[src/rtl/erx_pkg.sv]
// ----------------------------------------------------------------------------
// erx_pkg: shared types and constants of the receive address filter
// Holds the register indexes, drop reason codes, length limits, the queue
// entry and configuration types, and the CRC helper functions.
// ----------------------------------------------------------------------------
package erx_pkg;

   // Field widths fixed by the frame format
   localparam int unsigned MAC_WIDTH    = 48;
   localparam int unsigned ETYPE_WIDTH  = 16;
   localparam int unsigned HASH_WIDTH   = 6;
   localparam int unsigned TABLE_WIDTH  = 64;
   localparam int unsigned REASON_WIDTH = 3;
   localparam int unsigned COUNT_WIDTH  = 32;
   localparam int unsigned OVER_WIDTH   = 16;
   localparam int unsigned CSR_IDX_WIDTH  = 3;
   localparam int unsigned CSR_DATA_WIDTH = 64;
   localparam int unsigned LIMIT_WIDTH  = 14;

   // Configuration register indexes
   localparam logic [CSR_IDX_WIDTH-1:0] CSR_STATION_MAC    = 3'd0;
   localparam logic [CSR_IDX_WIDTH-1:0] CSR_HASH_TABLE     = 3'd1;
   localparam logic [CSR_IDX_WIDTH-1:0] CSR_ACCEPT_ALL     = 3'd2;
   localparam logic [CSR_IDX_WIDTH-1:0] CSR_ACCEPT_BCAST   = 3'd3;
   localparam logic [CSR_IDX_WIDTH-1:0] CSR_ACCEPT_ALL_MC  = 3'd4;
   localparam logic [CSR_IDX_WIDTH-1:0] CSR_HASH_ENABLE    = 3'd5;
   localparam logic [CSR_IDX_WIDTH-1:0] CSR_JUMBO_ENABLE   = 3'd6;
   localparam logic [CSR_IDX_WIDTH-1:0] CSR_GIGABIT_MODE   = 3'd7;

   // Drop reason codes
   localparam logic [REASON_WIDTH-1:0] REASON_NONE      = 3'd0;
   localparam logic [REASON_WIDTH-1:0] REASON_TOO_LONG  = 3'd1;
   localparam logic [REASON_WIDTH-1:0] REASON_BCAST_OFF = 3'd2;
   localparam logic [REASON_WIDTH-1:0] REASON_MCAST_OFF = 3'd3;
   localparam logic [REASON_WIDTH-1:0] REASON_HASH_MISS = 3'd4;
   localparam logic [REASON_WIDTH-1:0] REASON_UCAST_MIS = 3'd5;

   // Frame constants
   localparam logic [31:0]            CRC_POLY   = 32'h04c1_1db7;
   localparam logic [31:0]            CRC_INIT   = 32'hffff_ffff;
   localparam logic [ETYPE_WIDTH-1:0] VLAN_TYPE  = 16'h8100;
   localparam logic [MAC_WIDTH-1:0]   BCAST_MAC  = 48'hffff_ffff_ffff;
   localparam logic [23:0]            MCAST_OUI  = 24'h01_005e;
   localparam logic [7:0]             MCAST_MAX4 = 8'h7f;

   // Length limits in bytes, without CRC
   localparam logic [LIMIT_WIDTH-1:0] LIMIT_STD       = 14'd1514;
   localparam logic [LIMIT_WIDTH-1:0] LIMIT_STD_VLAN  = 14'd1518;
   localparam logic [LIMIT_WIDTH-1:0] LIMIT_JUMBO     = 14'd9212;
   localparam logic [LIMIT_WIDTH-1:0] LIMIT_JUMBO_VLAN = 14'd9216;

   // Depth of the queue between classification and counting
   localparam int unsigned QUEUE_DEPTH = 2;

   // Configuration as seen by the classifier
   typedef struct packed {
      logic [MAC_WIDTH-1:0]   station_mac;
      logic [TABLE_WIDTH-1:0] hash_table;
      logic                   accept_all;
      logic                   accept_broadcast;
      logic                   accept_all_multicast;
      logic                   hash_enable;
      logic                   jumbo_enable;
      logic                   gigabit_mode;
   } cfg_type;

   // One classified request waiting for the back end
   typedef struct packed {
      logic                    accept;
      logic [REASON_WIDTH-1:0] drop_reason;
      logic                    is_broadcast;
      logic                    is_multicast;
      logic [HASH_WIDTH-1:0]   hash_index;
      logic                    too_long;
   } entry_type;

   // One byte of the CRC, least significant bit first
   function automatic logic [31:0] crc_byte(input logic [31:0] crc_i,
                                            input logic [7:0]  data_i);
      logic [31:0] crc_v;
      logic        fb;
      crc_v = crc_i;
      for (int b = 0; b < 8; b++) begin
         fb    = crc_v[31] ^ data_i[b];
         crc_v = {crc_v[30:0], 1'b0} ^ (fb ? CRC_POLY : 32'h0);
      end
      return crc_v;
   endfunction

   // Hash index: inverted CRC, top byte bit reversed, upper six bits kept
   function automatic logic [HASH_WIDTH-1:0] hash_of(input logic [31:0] crc_i);
      logic [31:0]           inv;
      logic [HASH_WIDTH-1:0] idx;
      inv = ~crc_i;
      for (int i = 0; i < HASH_WIDTH; i++) begin
         idx[i] = inv[24 + HASH_WIDTH - 1 - i];
      end
      return idx;
   endfunction

endpackage

[src/rtl/ethernet_rx_address_filter.sv]
// Path: an accepted request is written into the queue, then into the result register.
// Throughput: one request per cycle while not stalled; the classifier and the
// counters each take one per cycle, with a two-entry queue between them.
// Reset: synchronous, active high; clears counters, configuration and the queue.
// ----------------------------------------------------------------------------
// ethernet_rx_address_filter: receive address filter with multicast hash
// Classifies each frame header by length and destination address, keeps the
// frame statistics and reports accept or drop with the reason.
// ----------------------------------------------------------------------------
module ethernet_rx_address_filter #(
   parameter int unsigned LENGTH_WIDTH = 14
) (
   input  logic                                 clock,
   input  logic                                 reset,
   // Configuration write port
   input  logic                                 csr_valid,
   output logic                                 csr_ready,
   input  logic [erx_pkg::CSR_IDX_WIDTH-1:0]    csr_index,
   input  logic [erx_pkg::CSR_DATA_WIDTH-1:0]   csr_data,
   // Request channel
   input  logic                                 req_valid,
   output logic                                 req_stall,
   input  logic [erx_pkg::MAC_WIDTH-1:0]        req_dest_mac,
   input  logic [erx_pkg::ETYPE_WIDTH-1:0]      req_ether_type,
   input  logic [LENGTH_WIDTH-1:0]              req_frame_length,
   // Result channel
   output logic                                 rsp_valid,
   input  logic                                 rsp_stall,
   output logic                                 rsp_accept,
   output logic [erx_pkg::REASON_WIDTH-1:0]     rsp_drop_reason,
   output logic                                 rsp_is_broadcast,
   output logic                                 rsp_is_multicast,
   output logic [erx_pkg::HASH_WIDTH-1:0]       rsp_hash_index,
   output logic [erx_pkg::COUNT_WIDTH-1:0]      rsp_frame_count,
   output logic [erx_pkg::COUNT_WIDTH-1:0]      rsp_broadcast_count,
   output logic [erx_pkg::COUNT_WIDTH-1:0]      rsp_multicast_count,
   output logic [erx_pkg::OVER_WIDTH-1:0]       rsp_too_long_count
);
   import erx_pkg::*;

   cfg_type   cfg_ff;
   cfg_type   cfg_in;
   entry_type front_entry;
   entry_type head_entry;
   logic      queue_full;
   logic      queue_empty;
   logic      push;
   logic      pop;

   // Configuration registers, written one at a time
   assign csr_ready = 1'b1;

   always_comb begin
      cfg_in = cfg_ff;
      if (csr_valid) begin
         unique case (csr_index)
            CSR_STATION_MAC:   cfg_in.station_mac          = csr_data[MAC_WIDTH-1:0];
            CSR_HASH_TABLE:    cfg_in.hash_table           = csr_data[TABLE_WIDTH-1:0];
            CSR_ACCEPT_ALL:    cfg_in.accept_all           = csr_data[0];
            CSR_ACCEPT_BCAST:  cfg_in.accept_broadcast     = csr_data[0];
            CSR_ACCEPT_ALL_MC: cfg_in.accept_all_multicast = csr_data[0];
            CSR_HASH_ENABLE:   cfg_in.hash_enable          = csr_data[0];
            CSR_JUMBO_ENABLE:  cfg_in.jumbo_enable         = csr_data[0];
            CSR_GIGABIT_MODE:  cfg_in.gigabit_mode         = csr_data[0];
            default:           cfg_in = cfg_ff;
         endcase
      end
   end

   always_ff @(posedge clock) begin
      if (reset) begin
         cfg_ff <= '0;
      end else begin
         cfg_ff <= cfg_in;
      end
   end

   // Front: classify the incoming request
   erx_front #(
      .LENGTH_WIDTH (LENGTH_WIDTH)
   ) u_front (
      .cfg          (cfg_ff),
      .dest_mac     (req_dest_mac),
      .ether_type   (req_ether_type),
      .frame_length (req_frame_length),
      .entry        (front_entry)
   );

   // Queue between the two halves
   assign req_stall = queue_full;
   assign push      = req_valid && !queue_full;

   erx_queue u_queue (
      .clock      (clock),
      .reset      (reset),
      .push       (push),
      .push_entry (front_entry),
      .pop        (pop),
      .head_entry (head_entry),
      .full       (queue_full),
      .empty      (queue_empty)
   );

   // Back: counters and result register
   erx_back u_back (
      .clock               (clock),
      .reset               (reset),
      .head_entry          (head_entry),
      .queue_empty         (queue_empty),
      .pop                 (pop),
      .rsp_valid           (rsp_valid),
      .rsp_stall           (rsp_stall),
      .rsp_accept          (rsp_accept),
      .rsp_drop_reason     (rsp_drop_reason),
      .rsp_is_broadcast    (rsp_is_broadcast),
      .rsp_is_multicast    (rsp_is_multicast),
      .rsp_hash_index      (rsp_hash_index),
      .rsp_frame_count     (rsp_frame_count),
      .rsp_broadcast_count (rsp_broadcast_count),
      .rsp_multicast_count (rsp_multicast_count),
      .rsp_too_long_count  (rsp_too_long_count)
   );

endmodule

[src/rtl/erx_front.sv]
// ----------------------------------------------------------------------------
// erx_front: classification of a frame header
// Works out broadcast and multicast class, the multicast hash, the length
// check and the drop reason of one request, ready to be queued.
// ----------------------------------------------------------------------------
module erx_front #(
   parameter int unsigned LENGTH_WIDTH = 14
) (
   input  erx_pkg::cfg_type                   cfg,
   input  logic [erx_pkg::MAC_WIDTH-1:0]      dest_mac,
   input  logic [erx_pkg::ETYPE_WIDTH-1:0]    ether_type,
   input  logic [LENGTH_WIDTH-1:0]            frame_length,
   output erx_pkg::entry_type                 entry
);
   import erx_pkg::*;

   logic [31:0]            crc5;
   logic [31:0]            crc6;
   logic [HASH_WIDTH-1:0]  hash_idx;
   logic                   bcst;
   logic                   mcst;
   logic                   vlan;
   logic [LENGTH_WIDTH-1:0] limit;
   logic                   too_long;
   logic [REASON_WIDTH-1:0] reason;

   // CRC over the address bytes, byte 0 first; the last byte only in
   // the six byte mode
   always_comb begin
      crc5 = CRC_INIT;
      for (int k = 0; k < 5; k++) begin
         crc5 = crc_byte(crc5, dest_mac[MAC_WIDTH-1-8*k -: 8]);
      end
      crc6     = crc_byte(crc5, dest_mac[7:0]);
      hash_idx = cfg.gigabit_mode ? hash_of(crc5) : hash_of(crc6);
   end

   // Address class
   assign bcst = (dest_mac == BCAST_MAC);
   assign mcst = (dest_mac[MAC_WIDTH-1 -: 24] == MCAST_OUI) &&
                 (dest_mac[23:16] <= MCAST_MAX4);

   // Length limit, raised for a VLAN tag and for jumbo frames
   assign vlan = (ether_type == VLAN_TYPE);
   always_comb begin
      unique case ({cfg.jumbo_enable, vlan})
         2'b00:   limit = LENGTH_WIDTH'(LIMIT_STD);
         2'b01:   limit = LENGTH_WIDTH'(LIMIT_STD_VLAN);
         2'b10:   limit = LENGTH_WIDTH'(LIMIT_JUMBO);
         default: limit = LENGTH_WIDTH'(LIMIT_JUMBO_VLAN);
      endcase
   end
   assign too_long = (frame_length > limit);

   // Drop decision; broadcast and multicast exclude each other
   always_comb begin
      reason = REASON_NONE;
      if (too_long) begin
         reason = REASON_TOO_LONG;
      end else if (bcst) begin
         if (!cfg.accept_all && !cfg.accept_broadcast) begin
            reason = REASON_BCAST_OFF;
         end
      end else if (mcst) begin
         if (!cfg.accept_all && !cfg.accept_all_multicast) begin
            if (!cfg.hash_enable) begin
               reason = REASON_MCAST_OFF;
            end else if (!cfg.hash_table[hash_idx]) begin
               reason = REASON_HASH_MISS;
            end
         end
      end else if (!cfg.accept_all && (dest_mac != cfg.station_mac)) begin
         reason = REASON_UCAST_MIS;
      end
   end

   assign entry.accept       = (reason == REASON_NONE);
   assign entry.drop_reason  = reason;
   assign entry.is_broadcast = bcst;
   assign entry.is_multicast = mcst;
   assign entry.hash_index   = hash_idx;
   assign entry.too_long     = too_long;

endmodule

[src/rtl/erx_queue.sv]
// ----------------------------------------------------------------------------
// erx_queue: short queue between classifier and back end
// A small register queue of classified requests, so that the front and the
// back can stall independently.
// ----------------------------------------------------------------------------
module erx_queue (
   input  logic                clock,
   input  logic                reset,
   input  logic                push,
   input  erx_pkg::entry_type  push_entry,
   input  logic                pop,
   output erx_pkg::entry_type  head_entry,
   output logic                full,
   output logic                empty
);
   import erx_pkg::*;

   localparam int unsigned PTR_WIDTH = (QUEUE_DEPTH > 1) ? $clog2(QUEUE_DEPTH) : 1;
   localparam int unsigned CNT_WIDTH = $clog2(QUEUE_DEPTH + 1);

   entry_type              entries_ff [QUEUE_DEPTH];
   logic [PTR_WIDTH-1:0]   wr_ptr_ff;
   logic [PTR_WIDTH-1:0]   wr_ptr_in;
   logic [PTR_WIDTH-1:0]   rd_ptr_ff;
   logic [PTR_WIDTH-1:0]   rd_ptr_in;
   logic [CNT_WIDTH-1:0]   count_ff;
   logic [CNT_WIDTH-1:0]   count_in;

   assign full       = (count_ff == CNT_WIDTH'(QUEUE_DEPTH));
   assign empty      = (count_ff == '0);
   assign head_entry = entries_ff[rd_ptr_ff];

   // Pointer and fill level update, pointers wrap at the depth
   always_comb begin
      wr_ptr_in = wr_ptr_ff;
      rd_ptr_in = rd_ptr_ff;
      count_in  = count_ff;
      if (push) begin
         wr_ptr_in = (wr_ptr_ff == PTR_WIDTH'(QUEUE_DEPTH - 1)) ? '0 : wr_ptr_ff + 1'b1;
      end
      if (pop) begin
         rd_ptr_in = (rd_ptr_ff == PTR_WIDTH'(QUEUE_DEPTH - 1)) ? '0 : rd_ptr_ff + 1'b1;
      end
      if (push && !pop) begin
         count_in = count_ff + 1'b1;
      end else if (pop && !push) begin
         count_in = count_ff - 1'b1;
      end
   end

   always_ff @(posedge clock) begin
      if (reset) begin
         wr_ptr_ff <= '0;
         rd_ptr_ff <= '0;
         count_ff  <= '0;
      end else begin
         wr_ptr_ff <= wr_ptr_in;
         rd_ptr_ff <= rd_ptr_in;
         count_ff  <= count_in;
      end
   end

   // Entry storage needs no reset
   always_ff @(posedge clock) begin
      if (push) begin
         entries_ff[wr_ptr_ff] <= push_entry;
      end
   end

endmodule

[src/rtl/erx_back.sv]
// ----------------------------------------------------------------------------
// erx_back: statistics counters and result register
// Takes classified requests in order, advances the frame counters and holds
// the result until the receiving side takes it.
// ----------------------------------------------------------------------------
module erx_back (
   input  logic                                 clock,
   input  logic                                 reset,
   input  erx_pkg::entry_type                   head_entry,
   input  logic                                 queue_empty,
   output logic                                 pop,
   output logic                                 rsp_valid,
   input  logic                                 rsp_stall,
   output logic                                 rsp_accept,
   output logic [erx_pkg::REASON_WIDTH-1:0]     rsp_drop_reason,
   output logic                                 rsp_is_broadcast,
   output logic                                 rsp_is_multicast,
   output logic [erx_pkg::HASH_WIDTH-1:0]       rsp_hash_index,
   output logic [erx_pkg::COUNT_WIDTH-1:0]      rsp_frame_count,
   output logic [erx_pkg::COUNT_WIDTH-1:0]      rsp_broadcast_count,
   output logic [erx_pkg::COUNT_WIDTH-1:0]      rsp_multicast_count,
   output logic [erx_pkg::OVER_WIDTH-1:0]       rsp_too_long_count
);
   import erx_pkg::*;

   logic                   valid_ff;
   logic                   valid_in;
   entry_type              result_ff;
   logic [COUNT_WIDTH-1:0] frames_ff;
   logic [COUNT_WIDTH-1:0] frames_in;
   logic [COUNT_WIDTH-1:0] bcasts_ff;
   logic [COUNT_WIDTH-1:0] bcasts_in;
   logic [COUNT_WIDTH-1:0] mcasts_ff;
   logic [COUNT_WIDTH-1:0] mcasts_in;
   logic [OVER_WIDTH-1:0]  oversize_ff;
   logic [OVER_WIDTH-1:0]  oversize_in;

   // Take the next request when the result register is free or being taken
   assign pop = !queue_empty && (!valid_ff || !rsp_stall);

   always_comb begin
      valid_in = valid_ff;
      if (pop) begin
         valid_in = 1'b1;
      end else if (!rsp_stall) begin
         valid_in = 1'b0;
      end
   end

   // Counters move only when a request is taken, so they always match
   // the result on show
   always_comb begin
      frames_in   = frames_ff;
      bcasts_in   = bcasts_ff;
      mcasts_in   = mcasts_ff;
      oversize_in = oversize_ff;
      if (pop) begin
         frames_in = frames_ff + 1'b1;
         if (head_entry.too_long) begin
            oversize_in = oversize_ff + 1'b1;
         end else begin
            if (head_entry.is_broadcast) begin
               bcasts_in = bcasts_ff + 1'b1;
            end
            if (head_entry.is_multicast) begin
               mcasts_in = mcasts_ff + 1'b1;
            end
         end
      end
   end

   always_ff @(posedge clock) begin
      if (reset) begin
         valid_ff    <= 1'b0;
         frames_ff   <= '0;
         bcasts_ff   <= '0;
         mcasts_ff   <= '0;
         oversize_ff <= '0;
      end else begin
         valid_ff    <= valid_in;
         frames_ff   <= frames_in;
         bcasts_ff   <= bcasts_in;
         mcasts_ff   <= mcasts_in;
         oversize_ff <= oversize_in;
      end
   end

   // Result payload
   always_ff @(posedge clock) begin
      if (pop) begin
         result_ff <= head_entry;
      end
   end

   assign rsp_valid           = valid_ff;
   assign rsp_accept          = result_ff.accept;
   assign rsp_drop_reason     = result_ff.drop_reason;
   assign rsp_is_broadcast    = result_ff.is_broadcast;
   assign rsp_is_multicast    = result_ff.is_multicast;
   assign rsp_hash_index      = result_ff.hash_index;
   assign rsp_frame_count     = frames_ff;
   assign rsp_broadcast_count = bcasts_ff;
   assign rsp_multicast_count = mcasts_ff;
   assign rsp_too_long_count  = oversize_ff;

endmodule

[config.mk]
export PLATFORM = sky130hd
export DESIGN_NAME = ethernet_rx_address_filter
export DESIGN_NICKNAME = d
export VERILOG_FILES = /design/src/rtl/erx_pkg.sv /design/src/rtl/ethernet_rx_address_filter.sv /design/src/rtl/erx_front.sv /design/src/rtl/erx_queue.sv /design/src/rtl/erx_back.sv
export SDC_FILE = /design/constraint.sdc
export NUM_CORES = 1
export LEC_CHECK = 0
export BUFFER_PORTS_ARGS = -buffer_cell sky130_fd_sc_hd__clkbuf_2
export CELL_PAD_IN_SITES_DETAIL_PLACEMENT = 0
export CELL_PAD_IN_SITES_GLOBAL_PLACEMENT = 1
export CORE_UTILIZATION = 39
export CTS_CLUSTER_DIAMETER = 200
export DETAILED_ROUTE_END_ITERATION = 8
export GPL_ROUTABILITY_DRIVEN = 1
export PLACE_DENSITY_LB_ADDON = 0.12
export SYNTH_ARGS = -nofsm -noshare
export SYNTH_HDL_FRONTEND = slang
export SYNTH_SLANG_ARGS = --single-unit
[constraint.sdc]
create_clock -name clock -period 6.2 [get_ports clock]
set_input_delay 0.93 -clock clock [delete_from_list [all_inputs] [get_ports clock]]
set_output_delay 0.93 -clock clock [all_outputs]
set_load 0.02 [all_outputs]
==> results of run 1 <==
sequential cells by signal, indices dropped and copies added (netlist names), 2 cells and up, named ones only:
signal                      cells
u_back.rsp_drop_reason          3
u_back.rsp_hash_index           6
cfg_ff                        118
u_back.rsp_frame_count         32
u_back.rsp_multicast_count     32
u_back.rsp_broadcast_count     32
u_queue.entries_ff             26
u_queue.count_ff                2
u_back.rsp_too_long_count      16
stage by stage:
stage          cells    util  setup WS (ns)  hold WS [ns]
6_report        2495  0.4821         0.2387        0.4549
5_1_grt         2495  0.4821        0.07533        0.4691
4_1_cts         2495  0.4821         0.2234        0.4549
3_5_place_dp    2442  0.4586        -0.3324        0.4468
3_3_place_gp    2442  0.4586        -0.1814        0.4454
2_1_floorplan   1614       -         0.1782        0.4315
per-layer routing:
layer,vias up,global-route usage,share of wire
li1,6135,-,-
met1,5847,0.3246,0.48
met2,283,0.3710,0.46
met3,63,0.03773,0.048
met4,4,0.04780,0.018
met5,-,0,0.00059
synth_stat cells (7+ instances only):
| cell type | n |
|---|---|
| and3_1 | 23 |
| mux2i_1 | 24 |
| or3_1 | 18 |
| a21oi_1 | 135 |
| and4_1 | 10 |
| nand4_1 | 41 |
| o21ai_0 | 22 |
| xnor2_1 | 176 |
| edfxtp_1 | 38 |
| buf_4 | 7 |
| nor3_1 | 10 |
| nand3_1 | 45 |
| xnor3_1 | 73 |
| ha_1 | 24 |
| inv_1 | 22 |
| dfxtp_1 | 236 |
| buf_2 | 11 |
| xor2_1 | 105 |
| nand2_1 | 287 |
| nor2_1 | 133 |
| mux2_2 | 16 |
| clkbuf_1 | 58 |
| mux4_2 | 9 |
| nor4_1 | 13 |
| xor3_1 | 13 |
cells by family (layout without fill, tap and decap cells):
group | after synthesis | in the layout
muxes | 51 | 51
other | 1 | 1
DFF | 274 | 274
and+or+nand+nor | 596 | 596
xor gates and xnor gates | 382 | 382
buffers and inverters | 104 | 460
adders and majority gates | 24 | 24
AOI/OAI and AO/OA | 182 | 182
worst paths after layout:
| path | startpoint | endpoint | slack, ns | cells after the start |
|---|---|---|---|---|
| setup reg to reg | cfg_ff[1] | u_queue.entries_ff[1][12] | 2.13 | 17 |
| hold reg to reg | cfg_ff[20] | cfg_ff[20] | 0.45 | 2 |
| hold / removal | cfg_ff[20] | cfg_ff[20] | 0.45 | 2 |
| setup / recovery | req_dest_mac[41] | u_queue.entries_ff[1][12] | 0.24 | 19 |
critical path: stages:
cell,delay [ns]
clkbuf_2,0.09
inv_1,0.06
ha_1,0.45
xor2_1,0.31
xnor3_1,0.47
xnor3_2,0.45
xor2_1,0.27
buf_4,0.16
xor3_1,0.43
xnor2_1,0.26
xnor3_1,0.37
o21ai_2,0.17
buf_12,0.14
mux4_1,0.54
mux2i_1,0.15
mux2i_1,0.09
a211oi_1,0.34
o2111ai_1,0.31
nor3b_2,0.26
layout make-up:
type / instances / area [um2] / share of cell area
multi-input combinational: 1236 / 9344 / 0.4889
sequential: 274 / 5866 / 0.3069
timing repair buffer: 384 / 2226 / 0.1165
clock buffer: 47 / 875.8 / 0.04583
tap: 525 / 656.9 / 0.03437
inverter: 23 / 86.33 / 0.004517
clock inverter: 6 / 57.56 / 0.003011
==> flow_summary.toml, run 1 <==
[logic_synthesis]
ys_seq_area_frac = 0.3750
synth_compound_area_frac = 0.06270
syn_area_um2 = 15640
yosys.area_share.simple = 0.1696
synth_edf_count = 38
synth_flop_cell = "dfxtp_1"
synthMuxAreaShare = 0.04247
yosys.cell_types.count = 55
syn_nets = 1788
synth_top_family_by_area = "XOR/XNOR gates"
netlist.area_leader.share = 0.3020
synth_fa_ha_area_frac = 0.01920
avgSynthCellArea_um2 = 9.693
syn_inst = 1614
synthTopCellsByArea = "dfxtp_1, xnor3_1, xnor2_1"
synth_async_sr_flop_share = 0
yosys_warnings = 0
synth_seq_cells = 274
yosys.area.top_type = "dfxtp_1"
synthXorXnorAreaFrac = 0.3023

[clock_tree]
cts_tree = "built"
ctsHoldBuffers = 0
clock_latency_ns = 0.56
cts_buffers = 30
ctsHtreeMaxLevel = 1
ctsResizeCount = 0
root_buffer = "clkbuf_16"
postCtsSetupBuffers = 0
clk_pin_slew_worst_paths_ns = 0.06
cts.sinks = 274
cts_buffer_depth = 3

[global_routing]
grt_overflow_total = 0
grtUsageTotal = 0.2305
antenna_found_initial = 2
grt_pass1_wl_mm = 72.39
grt_pass1_vias = 12025
grt_max_degree = 144

[detailed_routing]
vias = 12332
first_pass_iters = 5
routed_wirelength_mm = 47.74
via_per_inst = 4.943
ant_nets = 0
drc_errors = 0
post_drt_wl_per_cell_um = 19.13
drt_iter0_drc = 719

[critical_path]
critPathKind = "in -> reg"
cp-start-kind = "primary input"
cp_max_fo = 6
end_kind = "register"
worstPathArrival_ns = 6.26
cp.required_ns = 6.50

[layout]
final_area_um2 = 19110
final_common_cell = "nand2_1"
mostFrequentLayoutCells = "nand2_1, clkbuf_2, dfxtp_1, xnor2_1, a21oi_1"
nets = 2123
syn_to_final_growth_pct = 22.17
n_fill_cell = 3869
n_antenna_cell = 0
drive_gt1_frac = 0.2401

[timing]
post-route-min-period_ns = 5.961
timing.slew.headroom = 0.2538
finalSetupViolations = 0
rsz0062_at_grt = "no"
hold_viol_final = 0
worst_pin_slew_ns = 1.119
fin_skew_ns = 0.01054
finalMaxSlewViolations = 0
fin_crit_sh = 0.9615
timing.fmax_mhz = 167.7
final.setup.tns_ns = 0

[hold_path]
hold_path_class = "reg -> reg"

[flow_run]
maxCapViolations = 0

[placement]
dpl_cell_area_um2 = 18180
routabilityCongestion = 0.9193
port_buffers = 275
dp_hpwl_mm = 37.17

[floorplanning]
rows = 73
coreArea_um2 = 39640
die_w_um = 202.3
die-area_um2 = 40920
die_h_um = 202.3
io_pins = 277
initial_core_util = 0.3946

[outcome]
status = "finished clean"
Power of run 1 is left out: the tool's default activity adds up to more than one toggle a clock period on the data nets, which glitch-free logic cannot reach.
==> run 2, diff against run 1 <==
--- a/config.mk
+++ b/config.mk
@@ -8,11 +8,12 @@
 export BUFFER_PORTS_ARGS = -buffer_cell sky130_fd_sc_hd__clkbuf_2
 export CELL_PAD_IN_SITES_DETAIL_PLACEMENT = 0
 export CELL_PAD_IN_SITES_GLOBAL_PLACEMENT = 1
-export CORE_UTILIZATION = 39
+export CORE_UTILIZATION = 44
 export CTS_CLUSTER_DIAMETER = 200
 export DETAILED_ROUTE_END_ITERATION = 8
 export GPL_ROUTABILITY_DRIVEN = 1
 export PLACE_DENSITY_LB_ADDON = 0.12
+export RECOVER_POWER = 25
 export SYNTH_ARGS = -nofsm -noshare
 export SYNTH_HDL_FRONTEND = slang
 export SYNTH_SLANG_ARGS = --single-unit
==> constraint.sdc (replaced) <==
create_clock -name clock -period 5.95 [get_ports clock]
set_input_delay 0.8925 -clock clock [delete_from_list [all_inputs] [get_ports clock]]
set_output_delay 0.8925 -clock clock [all_outputs]
set_load 0.02 [all_outputs]
==> flow_summary.toml, run 2 (same netlist as run 1, synthesis figures left out) <==
[critical_path]
cpMaxStageDelayCell = "ha_1"
reg2reg_from = "cfg_ff[1]"
cp_cell_sequence = "clkbuf_2 > inv_1 > ha_1 > xor3_1 > xnor3_1 > xnor3_2 > xor2_1 > xnor3_1 > xnor3_2 > xnor2_4 > xnor3_1 > mux2_4 > buf_4 > mux4_2 > a22oi_1 > nand3_1 > a21oi_1 > o2111ai_2 > nor3b_2"
rrSetupSlack_ns = 1.92
end_kind = "register"
r2r_cells = 17
worstPathArrival_ns = 6.01
cp-start-kind = "primary input"
critPathKind = "in -> reg"
rr_endpoint = "u_queue.entries_ff[0][12]"
cp.required_ns = 6.26
max_stage_delay_ns = 0.51
cp_max_fo = 7
path_common_cell = "xnor3_1"

[flow_run]
maxCapViolations = 1

[hold_path]
min-delay-start = "cfg_ff[38]"
whs_endpoint = "cfg_ff[38]"
holdPathStages = 2
hold_path_class = "reg -> reg"

[timing]
rsz0062_at_grt = "no"
finalMaxSlewViolations = 112
timing.slew.headroom = -2.477
fin_crit_sh = 0.9595
worst_pin_slew_ns = 5.216
fin_skew_ns = 0.01198
post-route-min-period_ns = 5.709
hold_viol_final = 0
timing.fmax_mhz = 175.2
finalSetupViolations = 0

[layout]
n_antenna_cell = 0
final_area_um2 = 19410
nets = 2171
largest_reg_flops = 118
largest-register = "cfg_ff"
n_fill_cell = 3252
mostFrequentLayoutCells = "nand2_1, clkbuf_2, dfxtp_1, xnor2_1, buf_4"
final_common_cell = "nand2_1"
drive_gt1_frac = 0.2548
syn_to_final_growth_pct = 24.11

[floorplanning]
rows = 68
die_h_um = 190.6
die_w_um = 190.6
initial_core_util = 0.4496
die-area_um2 = 36310
coreArea_um2 = 34800
io_pins = 277

[placement]
routabilityCongestion = 0.9577
dpl_cell_area_um2 = 18480
dp_hpwl_mm = 37.96
port_buffers = 275

[detailed_routing]
routed_wirelength_mm = 48.42
drc_errors = 0
first_pass_iters = 7
drt_iter0_drc = 786
ant_nets = 0
vias = 12756
post_drt_wl_per_cell_um = 19.55
via_per_inst = 5.152

[global_routing]
grt_max_degree = 127
grtUsageTotal = 0.2633
antenna_found_initial = 0
grt_pass1_wl_mm = 72.07
grt_overflow_total = 0
grt_pass1_vias = 12105

[clock_tree]
ctsHtreeMaxLevel = 1
cts_buffers = 30
clock_latency_ns = 0.56
cts_tree = "built"
root_buffer = "clkbuf_16"
cts_buffer_depth = 3
clk_pin_slew_worst_paths_ns = 0.06
cts.sinks = 274
ctsHoldBuffers = 0

[outcome]
failed_checks = "capacitance limit, slew limit"
status = "finished with violations"
## run 2: changes by cell type in the layout (fill, tap and decap cells not counted), sizes merged
cell,before,now
buf,110,156
bufinv,1,0
clkinv,4,10
clkinvlp,1,0
inv,23,24
## run 2: how the worst max path moves through the flow
stage	startpoint	to	slack, ns	depth (start not counted)
global placement	req_dest_mac[41]	u_queue.entries_ff[0][12]	-0.23	19
finish	req_dest_mac[41]	u_queue.entries_ff[0][12]	0.24	19
CTS	req_dest_mac[41]	u_queue.entries_ff[0][12]	0.20	19
global route	req_dest_mac[41]	u_queue.entries_ff[0][12]	0.03	22
detailed placement	req_dest_mac[41]	u_queue.entries_ff[0][12]	-0.35	19
floorplan	req_dest_mac[45]	u_queue.entries_ff[0][12]	0.02	18
## run 2: cell type report
| class | count | area [um2] | area share |
|---|---|---|---|
| clock inverters | 11 | 80.08 | 0.004125 |
| inverters | 23 | 86.33 | 0.004447 |
| clock buffers | 45 | 850.8 | 0.04382 |
| repair buffers | 432 | 2600 | 0.1339 |
| flip-flops and latches | 274 | 5866 | 0.3021 |
| multi-input cells | 1236 | 9363 | 0.4822 |
| well taps | 455 | 569.3 | 0.02932 |
## run 2: what timing repair did
| action | in CTS | in global routing |
|---|---|---|
| endpoints found under the setup margin | 0 | 2 |
| buffers inserted | 0 | 0 |
| resized for setup | 0 | 2 |
## run 2: layer usage
layer,vias to the layer above,part of all wire,track usage
met5,-,0,0
met4,0,0.022,0.06369
met3,58,0.062,0.03607
met2,396,0.46,0.4298
met1,6059,0.45,0.3673
li1,6243,-,-
## run 2: through the flow
stage	utilization	setup slack, ns	TNS, ns	instances	hold slack (ns)
6_report	0.5579	0.2412	0	2476	0.4545
5_1_grt	0.5579	0.02725	0	2476	0.4760
4_1_cts	0.5579	0.1953	0	2476	0.4551
3_5_place_dp	0.5312	-0.3522	-1.237	2420	0.4467
3_3_place_gp	0.5312	-0.2257	-0.8731	2420	0.4457
2_1_floorplan	-	0.01766	0	1614	0.4315
## run 2: critical path, delay by kind of cell
family	cells	cell delay [ns]
AND/OR/NAND/NOR	2	0.32
multiplexers	2	0.62
buffers and inverters	3	0.29
XOR/XNOR	8	2.74
AO/OA/AOI/OAI	3	0.62
adder cells (fa/ha/maj)	1	0.51
Power of run 2 is left out for the same reason.
==> run 3, diff against run 2 <==
--- a/config.mk
+++ b/config.mk
@@ -6,14 +6,13 @@
 export NUM_CORES = 1
 export LEC_CHECK = 0
 export BUFFER_PORTS_ARGS = -buffer_cell sky130_fd_sc_hd__clkbuf_2
-export CELL_PAD_IN_SITES_DETAIL_PLACEMENT = 0
-export CELL_PAD_IN_SITES_GLOBAL_PLACEMENT = 1
-export CORE_UTILIZATION = 44
+export CORE_UTILIZATION = 50
 export CTS_CLUSTER_DIAMETER = 200
 export DETAILED_ROUTE_END_ITERATION = 8
 export GPL_ROUTABILITY_DRIVEN = 1
-export PLACE_DENSITY_LB_ADDON = 0.12
+export PLACE_DENSITY = 0.81
 export RECOVER_POWER = 25
+export SLEW_MARGIN = 0
 export SYNTH_ARGS = -nofsm -noshare
 export SYNTH_HDL_FRONTEND = slang
 export SYNTH_SLANG_ARGS = --single-unit
==> flow_summary.toml, run 3 (same netlist as run 1, synthesis figures left out) <==
[timing]
hold_viol_final = 0
post-route-min-period_ns = 5.672
hold_ws_ns = 0.4535
fin_skew_ns = 0.01659
rsz0062_at_grt = "no"
finalSetupViolations = 0
timing.slew.headroom = -2.573
finalMaxSlewViolations = 121
setup_slack_ns = 0.2783
worst_pin_slew_ns = 5.359
fin_crit_sh = 0.9532
timing.fmax_mhz = 176.3

[critical_path]
path_common_cell = "xnor3_1"
end_kind = "register"
critPathKind = "in -> reg"
cp-start-kind = "primary input"
worstPathArrival_ns = 5.94
max_stage_delay_ns = 0.46
cp_max_fo = 10
cp.required_ns = 6.22
worst-path-buf-inv = 4
cp_top_family = "XOR/XNOR gates"
cpMaxStageDelayCell = "xnor3_1"
cp_cell_sequence = "clkbuf_2 > inv_1 > ha_2 > xor3_1 > xnor3_1 > buf_4 > xnor3_1 > xnor3_1 > xnor3_1 > xnor3_1 > xor2_1 > xor3_1 > o21ai_1 > buf_4 > mux2i_1 > mux2i_1 > a211oi_1 > o2111ai_1 > nor3b_2"

[clock_tree]
cts.sinks = 274
clock_latency_ns = 0.55
cts_buffers = 29
clk_pin_slew_worst_paths_ns = 0.06
ctsHoldBuffers = 0
root_buffer = "clkbuf_16"
cts_tree = "built"
cts_buffer_depth = 3
ctsHtreeMaxLevel = 1
postCtsSetupBuffers = 0

[detailed_routing]
top_layer = "met4"
dr_wl_met2_mm = 21.69
via_per_inst = 5.426
drc_errors = 0
post_drt_wl_per_cell_um = 19.21
first_pass_iters = 5
wl_met3_mm = 4.008
wl_met1_mm = 18.74
routed_wirelength_mm = 46.00
drt_iter0_drc = 955
ant_nets = 0
vias = 12995

[floorplanning]
io_pins = 277
die_h_um = 178.9
initial_core_util = 0.5101
coreArea_um2 = 30670
die_w_um = 178.9
die-area_um2 = 32000
rows = 64

[placement]
pre_cts_ws_ns = -0.2822
port_buffers = 275
routabilityCongestion = 1.009
dp_hpwl_mm = 35.94

[global_routing]
antenna_found_initial = 4
grt_overflow_total = 0
grt_pass1_vias = 12139
grtUsageTotal = 0.2812
grt_max_degree = 121
grt_pass1_wl_mm = 68.06

[layout]
nets = 2145
n_fill_cell = 2524
largest-register = "cfg_ff"
largest_reg_flops = 118
syn_to_final_growth_pct = 22.95
final_common_cell = "nand2_1"
drive_gt1_frac = 0.2477
final_core_util = 0.6271
mostFrequentLayoutCells = "nand2_1, clkbuf_2, dfxtp_1, xnor2_1, a21oi_1"

[outcome]
failed_checks = "capacitance limit, slew limit"
status = "finished with violations"

[hold_path]
hold_path_class = "reg -> reg"

[flow_run]
maxCapViolations = 1
run 3: timing repair:
action	in CTS	in global routing
gates resized for setup	0	3
endpoints found under the hold margin	0	0
endpoints found under the setup margin	0	4
run 3: worst paths after layout:
check,cells after the start,from,end,slack (ns)
worst max-delay path,19,req_dest_mac[41],u_queue.entries_ff[1][12],0.28
worst min-delay path,2,cfg_ff[38],cfg_ff[38],0.45
worst max register to register,17,cfg_ff[1],u_queue.entries_ff[1][12],1.88
worst min register to register,2,cfg_ff[38],cfg_ff[38],0.45
run 3: worst reg2reg max path, cell delays in order (launching register included):
cell       delay (ns)
dfxtp_1          0.41
ha_1             0.26
ha_1             0.29
nor2b_1          0.13
o21a_1           0.17
o21a_1           0.17
o21a_1           0.18
o21a_1           0.18
o21a_1           0.16
o21ai_0          0.13
nand2b_1         0.10
a21oi_1          0.16
nor2_1           0.06
nor3_1           0.41
nor2_1           0.19
nor2_1           0.27
o2111ai_1        0.29
nor3b_2          0.26
run 3: through the flow:
stage | area [um2] | instances | TNS (ns)
after global routing | 19230 | 2394 | 0
after global placement | 18200 | 2336 | -0.4346
after detailed placement | 18200 | 2336 | -0.9464
final | 19230 | 2395 | 0
after CTS | 19220 | 2390 | 0
after floorplan | 15650 | 1614 | 0
run 3: final cells by class:
cell class	count	area, um2	area share
diodes	5	12.51	0.0006505
clock buffers	44	887.1	0.04612
clock inverters	10	138.9	0.007221
inverters	23	86.33	0.004489
multi-input cells	1236	9369	0.4871
flip-flops and latches	274	5866	0.3050
well taps	396	495.5	0.02576
repair buffers	407	2379	0.1237
run 3: per-layer routing:
metal,up-vias,track usage
li1,6209,-
met1,6109,0.3676
met2,589,0.4633
met3,88,0.05407
met4,0,0.09746
met5,-,0
Power of run 3 is left out for the same reason.
